**src/design/rde_pkg.sv**
```systemverilog
// Shared types, constants and a helper function for the raster draw engine.
`timescale 1ns / 1ps
package rde_pkg;
	localparam int SCREEN_WIDTH_DEF = 320;
	localparam int SCREEN_HEIGHT_DEF = 200;
	localparam int QUEUE_DEPTH = 2;

	typedef enum logic [1:0] {
		FUNC_CLEAR = 2'd0,
		FUNC_RECT  = 2'd1,
		FUNC_LINE  = 2'd2,
		FUNC_READ  = 2'd3
	} func_t;

	typedef enum logic [0:0] {
		REG_CAMERA_X = 1'b0,
		REG_CAMERA_Y = 1'b1
	} reg_idx_t;

	typedef struct packed {
		logic [1:0]         func;
		logic signed [15:0] pos_x;
		logic signed [15:0] pos_y;
		logic signed [15:0] rect_w;
		logic signed [15:0] rect_h;
		logic signed [15:0] line_x0;
		logic signed [15:0] line_y0;
		logic signed [15:0] line_x1;
		logic signed [15:0] line_y1;
		logic [23:0]        color_rgb;
	} cmd_t;

	typedef struct packed {
		logic [1:0]  read_value;
		logic        read_in_range;
		logic [15:0] pixels_written;
	} res_t;

	// Work handed from the front to the back. Coordinates are screen space.
	typedef struct packed {
		func_t              func;
		logic [1:0]         shade;
		logic signed [18:0] xa;
		logic signed [18:0] ya;
		logic signed [18:0] xb;
		logic signed [18:0] yb;
		logic               empty;
	} job_t;

	typedef enum logic [2:0] {
		BK_IDLE,
		BK_RUN,
		BK_READ,
		BK_READ_WAIT,
		BK_DONE
	} back_state_t;

	// Rounds a Q12.4 value half away from zero.
	function automatic logic signed [18:0] q4_round(input logic signed [15:0] v);
		logic [16:0] m;
		logic [16:0] n;
		begin
			m = v[15] ? 17'(-$signed({v[15], v})) : {1'b0, v};
			n = (m + 17'd8) >> 4;
			q4_round = v[15] ? -$signed({2'b00, n}) : $signed({2'b00, n});
		end
	endfunction
endpackage

```
**src/design/rde_queue.sv**
```systemverilog
// Short FIFO of classified jobs between the front end and the back end.
`timescale 1ns / 1ps
module rde_queue #(
	parameter int DEPTH = rde_pkg::QUEUE_DEPTH
) (
	input  logic          clk,
	input  logic          arst_n,
	input  logic          push,
	input  rde_pkg::job_t push_data,
	output logic          full,
	input  logic          pop,
	output logic          not_empty,
	output rde_pkg::job_t pop_data
);
	import rde_pkg::*;

	localparam int AW = (DEPTH > 1) ? $clog2(DEPTH) : 1;

	job_t          slots_q [DEPTH];
	logic [AW-1:0] wr_q, rd_q;
	logic [AW:0]   cnt_q;

	assign full = cnt_q == (AW + 1)'(DEPTH);
	assign not_empty = cnt_q != '0;
	assign pop_data = slots_q[rd_q];

	always_ff @(posedge clk or negedge arst_n) begin
		if (!arst_n) begin
			wr_q <= '0;
			rd_q <= '0;
			cnt_q <= '0;
		end else begin
			if (push && !full) begin
				wr_q <= (wr_q == AW'(DEPTH - 1)) ? '0 : wr_q + 1'b1;
			end
			if (pop && not_empty) begin
				rd_q <= (rd_q == AW'(DEPTH - 1)) ? '0 : rd_q + 1'b1;
			end
			cnt_q <= cnt_q + (AW + 1)'(push && !full) - (AW + 1)'(pop && not_empty);
		end
	end

	always_ff @(posedge clk) begin
		if (push && !full) begin
			slots_q[wr_q] <= push_data;
		end
	end
endmodule

```
**config.mk**
```make
export PLATFORM = sky130hd
export DESIGN_NAME = rde_queue
export DESIGN_NICKNAME = d
export VERILOG_FILES = /design/src/design/rde_pkg.sv /design/src/design/rde_queue.sv
export SDC_FILE = /design/constraint.sdc
export NUM_CORES = 1
export LEC_CHECK = 0
export BUFFER_PORTS_ARGS = -buffer_cell sky130_fd_sc_hd__clkbuf_2
export CORE_ASPECT_RATIO = 2
export CORE_UTILIZATION = 57
export DETAILED_ROUTE_END_ITERATION = 10
export PLACE_DENSITY = 0.82
export SYNTH_ARGS = -nofsm -noshare
export SYNTH_HDL_FRONTEND = slang
export SYNTH_SLANG_ARGS = --single-unit
```
**constraint.sdc**
```tcl
create_clock -name clk -period 8.6 [get_ports clk]
set_input_delay 0.43 -clock clk [delete_from_list [all_inputs] [get_ports clk]]
set_output_delay 0.43 -clock clk [all_outputs]
set_load 0.01 [all_outputs]
```
==> results.md <==
* Worst EP required at 8.17 ns
* Longest Clk Path Bufs at 2
* # diodes at 0
* Maximum vdd ir drop at 219 uV
* Post-synthesis sequential area ratio at 77.0%
* Register area at 0.00497 sq mm
* Status: complete, no violations
* Worst reg2reg path depth at 4
* Worst setup EP type: output port
* Setup Fix Bufs, Post-CTS at 0
* Synth Cell Area at 0.00645 sq mm
* Fin crit period at 3.04 ns
* Via count at 3102
* DRT antenna net count at 0
* Final setup vio count at 0
* Reg2Reg Capture Point: slots_q[0][79]$_DFFE_PP_
* Synthesized Nets at 357
* Final Hold Viols at 0
* Area of the multi-input gates at 0.00132 sq mm
* Slowest CP cell: dfrtp_4
* Reg-to-reg slack, setup at 5.93 ns
* Fmax at 0.328 GHz
* Clock transition at path regs at 0.07 ns
* Main area contributors after synthesis: edfxtp_1, mux2_4, buf_12
* Initial antenna violation count at 0
* Total Wirelength at 11300 um
* Die W at 77.2 um
* DRC at 0
* Gr usage total at 20.1%
* Finished Layout Cells at 603
* Yosys warns at 0
* Worst hold stages at 1
* Number of cell rows at 54
* Endpoint with the worst hold slack: slots_q[1][33]$_DFFE_PP_
* Pins Over Slew Limit at 0
* MaxCap Viol Count at 0
* Reg-to-Reg Start: cnt_q[1]$_DFF_PN0_
* Power Density at 350 mW/mm^2
* CTS Buf Count at 17
* DRT Pass-1 Iters at 4
* I/O pins at 168
* Skew-Pair Late Insertion Delay at 0.41 ns
* Initial Utilization at 58.9%
* Share of layout cells above drive strength 1 at 61.8%
* Setup CP Type: flip-flop to output port
* Final Util at 72.2%
* CP Launch Type: flip-flop
* Rel. slew slack at 17.4%
* #FFs+latches synth at 166
* Number of I/O port buffers at 167
* Worst Path Arrival at 2.61 ns
* Worst-path cell chain: buf_4, mux2_4, clkbuf_2
* Final Skew at 0.00709 ns
* Hold path startpoint: push_data[33]
* Die height at 152 um
* Lkg Pwr at 3.24 nW
* Min-Delay Path Class: input pin to flip-flop
* Core area at 0.0109 sq mm
* HPWL after detailed placement at 7730 um
* Total Negative Setup Slacks at 0 ns
* Iteration-0 DRC Markers at 151
* # fillers at 716
* Syn_area_per_cell at 23.9 sq um
* Post-synth cell types at 16
* Synthesis-to-layout area growth at 22.5%
* RSZ-0062 raised after global routing: false
* CP bufs+invs at 2
* Largest stage delay on the critical path at 0.95 ns
* Placer congestion estimate at 0.763
* CP max FO at 43
* CTS tree: done
* Largest net degree at the start of global routing at 82
* Gate Count Post-Synth at 270
* CTS root buf: clkbuf_16
* Area share of the largest cell type after synthesis at 75.5%
* CP top delay family: flip-flops
* Vias in the first global route at 3376
* Die Area at 0.0118 sq mm
* Layout Nets at 537
* H-Tree Depth at 4
* Via density at 5.14
* Yosys top cell by area: edfxtp_1
* Clk sink count at 166
* Post-placement cell count at 570
* Average wire per standard cell at 18.8 um
* Period Utilization, post-route at 35.4%
* First-pass GRT wire length at 17000 um
* Overflow after GRT at 0
* Worst Max-Slew Pin Slew at 1.24 ns
[synthesized netlist by cell type (all sizes together)]
cell type	n
xnor2	3
nand2b	1
edfxtp	162
and2	1
nor2	1
and3	1
dfrtp	4
xor2	1
nand2	1
or2	1
inv	2
ha	2
mux2	81
buf	9
[worst register-to-register path, cell delays in order (launching register included)]
cell and delay, ns:
dfrtp_1 0.41, nand2b_1 0.14, nand2_1 0.16, nor2_4 0.96, buf_4 0.63
[cell families after synthesis]
group                      share of synthesized area (%)
xor gates and xnor gates                           0.543
adders and majority gates                          0.388
buffers and inverters                               2.78
DFF                                                 77.0
muxes                                               18.7
and+or+nand+nor                                    0.543
[repair_timing]
action	4_1_cts	5_1_grt
endpoints found under the hold margin	4	0
hold buffers	1	0
gates resized for setup	0	0
[area by class of cell]
type / instances / area share [%]
clock inverter: 15 / 1.84
inverter: 2 / 0.0950
timing repair buffer: 170 / 10.9
tap: 140 / 2.22
sequential: 166 / 62.9
multi-input combinational: 93 / 16.7
clock buffer: 17 / 5.39
[flip-flops by register name (all words and copies together), names as in the netlist]
register and flops:
rd_q 1, wr_q 1, slots_q 162, cnt_q 2
[layout by cell type (no fill, tap or decap), drive strengths merged]
cell type / instances
nand2: 1
clkbuf: 184
xor2: 1
ha: 2
nor2: 1
xnor2: 3
mux2: 81
buf: 2
nand2b: 1
inv: 8
dfrtp: 4
edfxtp: 162
clkinv: 4
dlygate4sd3: 1
or2: 1
and3: 1
and2: 1
clkinvlp: 4
bufinv: 1
[how the worst max path moves through the flow]
stage                       startpoint                        to  slack, ns  cells past startpoint
global route          rd_q$_DFFE_PN0P_              pop_data[80]       5.46                      3
detailed placement  cnt_q[1]$_DFF_PN0_  slots_q[0][79]$_DFFE_PP_       5.88                      4
floorplan           cnt_q[1]$_DFF_PN0_   slots_q[0][0]$_DFFE_PP_       4.11                      3
CTS                   rd_q$_DFFE_PN0P_              pop_data[80]       5.53                      3
finish                rd_q$_DFFE_PN0P_              pop_data[80]       5.56                      3
global placement    cnt_q[1]$_DFF_PN0_  slots_q[0][42]$_DFFE_PP_       6.01                      4
[where the power goes]
group / internal [mW] / switching (mW)
clock network: 0.405 / 0.313
logic: 0.436 / 0.388
registers: 1.11 / 0.108
total: 1.95 / 0.809
[metal layers]
metal	track usage [%]	part of all wire [%]	vias to the layer above
li1	-	-	1429
met1	18.8	33	1513
met2	36.9	57	122
met3	5.33	4.8	38
met4	13.3	5.1	0
met5	0	0	-
[metrics by stage]
| step | instance area, sq um | hold slack [ns] | worst slack [ns] | total power [mW] |
|---|---|---|---|---|
| 2_1_floorplan | 6450 | 0.134 | 4.11 | 1.86 |
| 3_3_place_gp | 7320 | 0.238 | 6.01 | 2.04 |
| 3_5_place_dp | 7320 | 0.244 | 5.88 | 2.07 |
| 4_1_cts | 7900 | 0.188 | 5.53 | 2.79 |
| 5_1_grt | 7900 | 0.188 | 5.46 | 2.88 |
| 6_report | 7900 | 0.203 | 5.56 | 2.76 |
No activity file was read; power rests on OpenSTA's default activity.
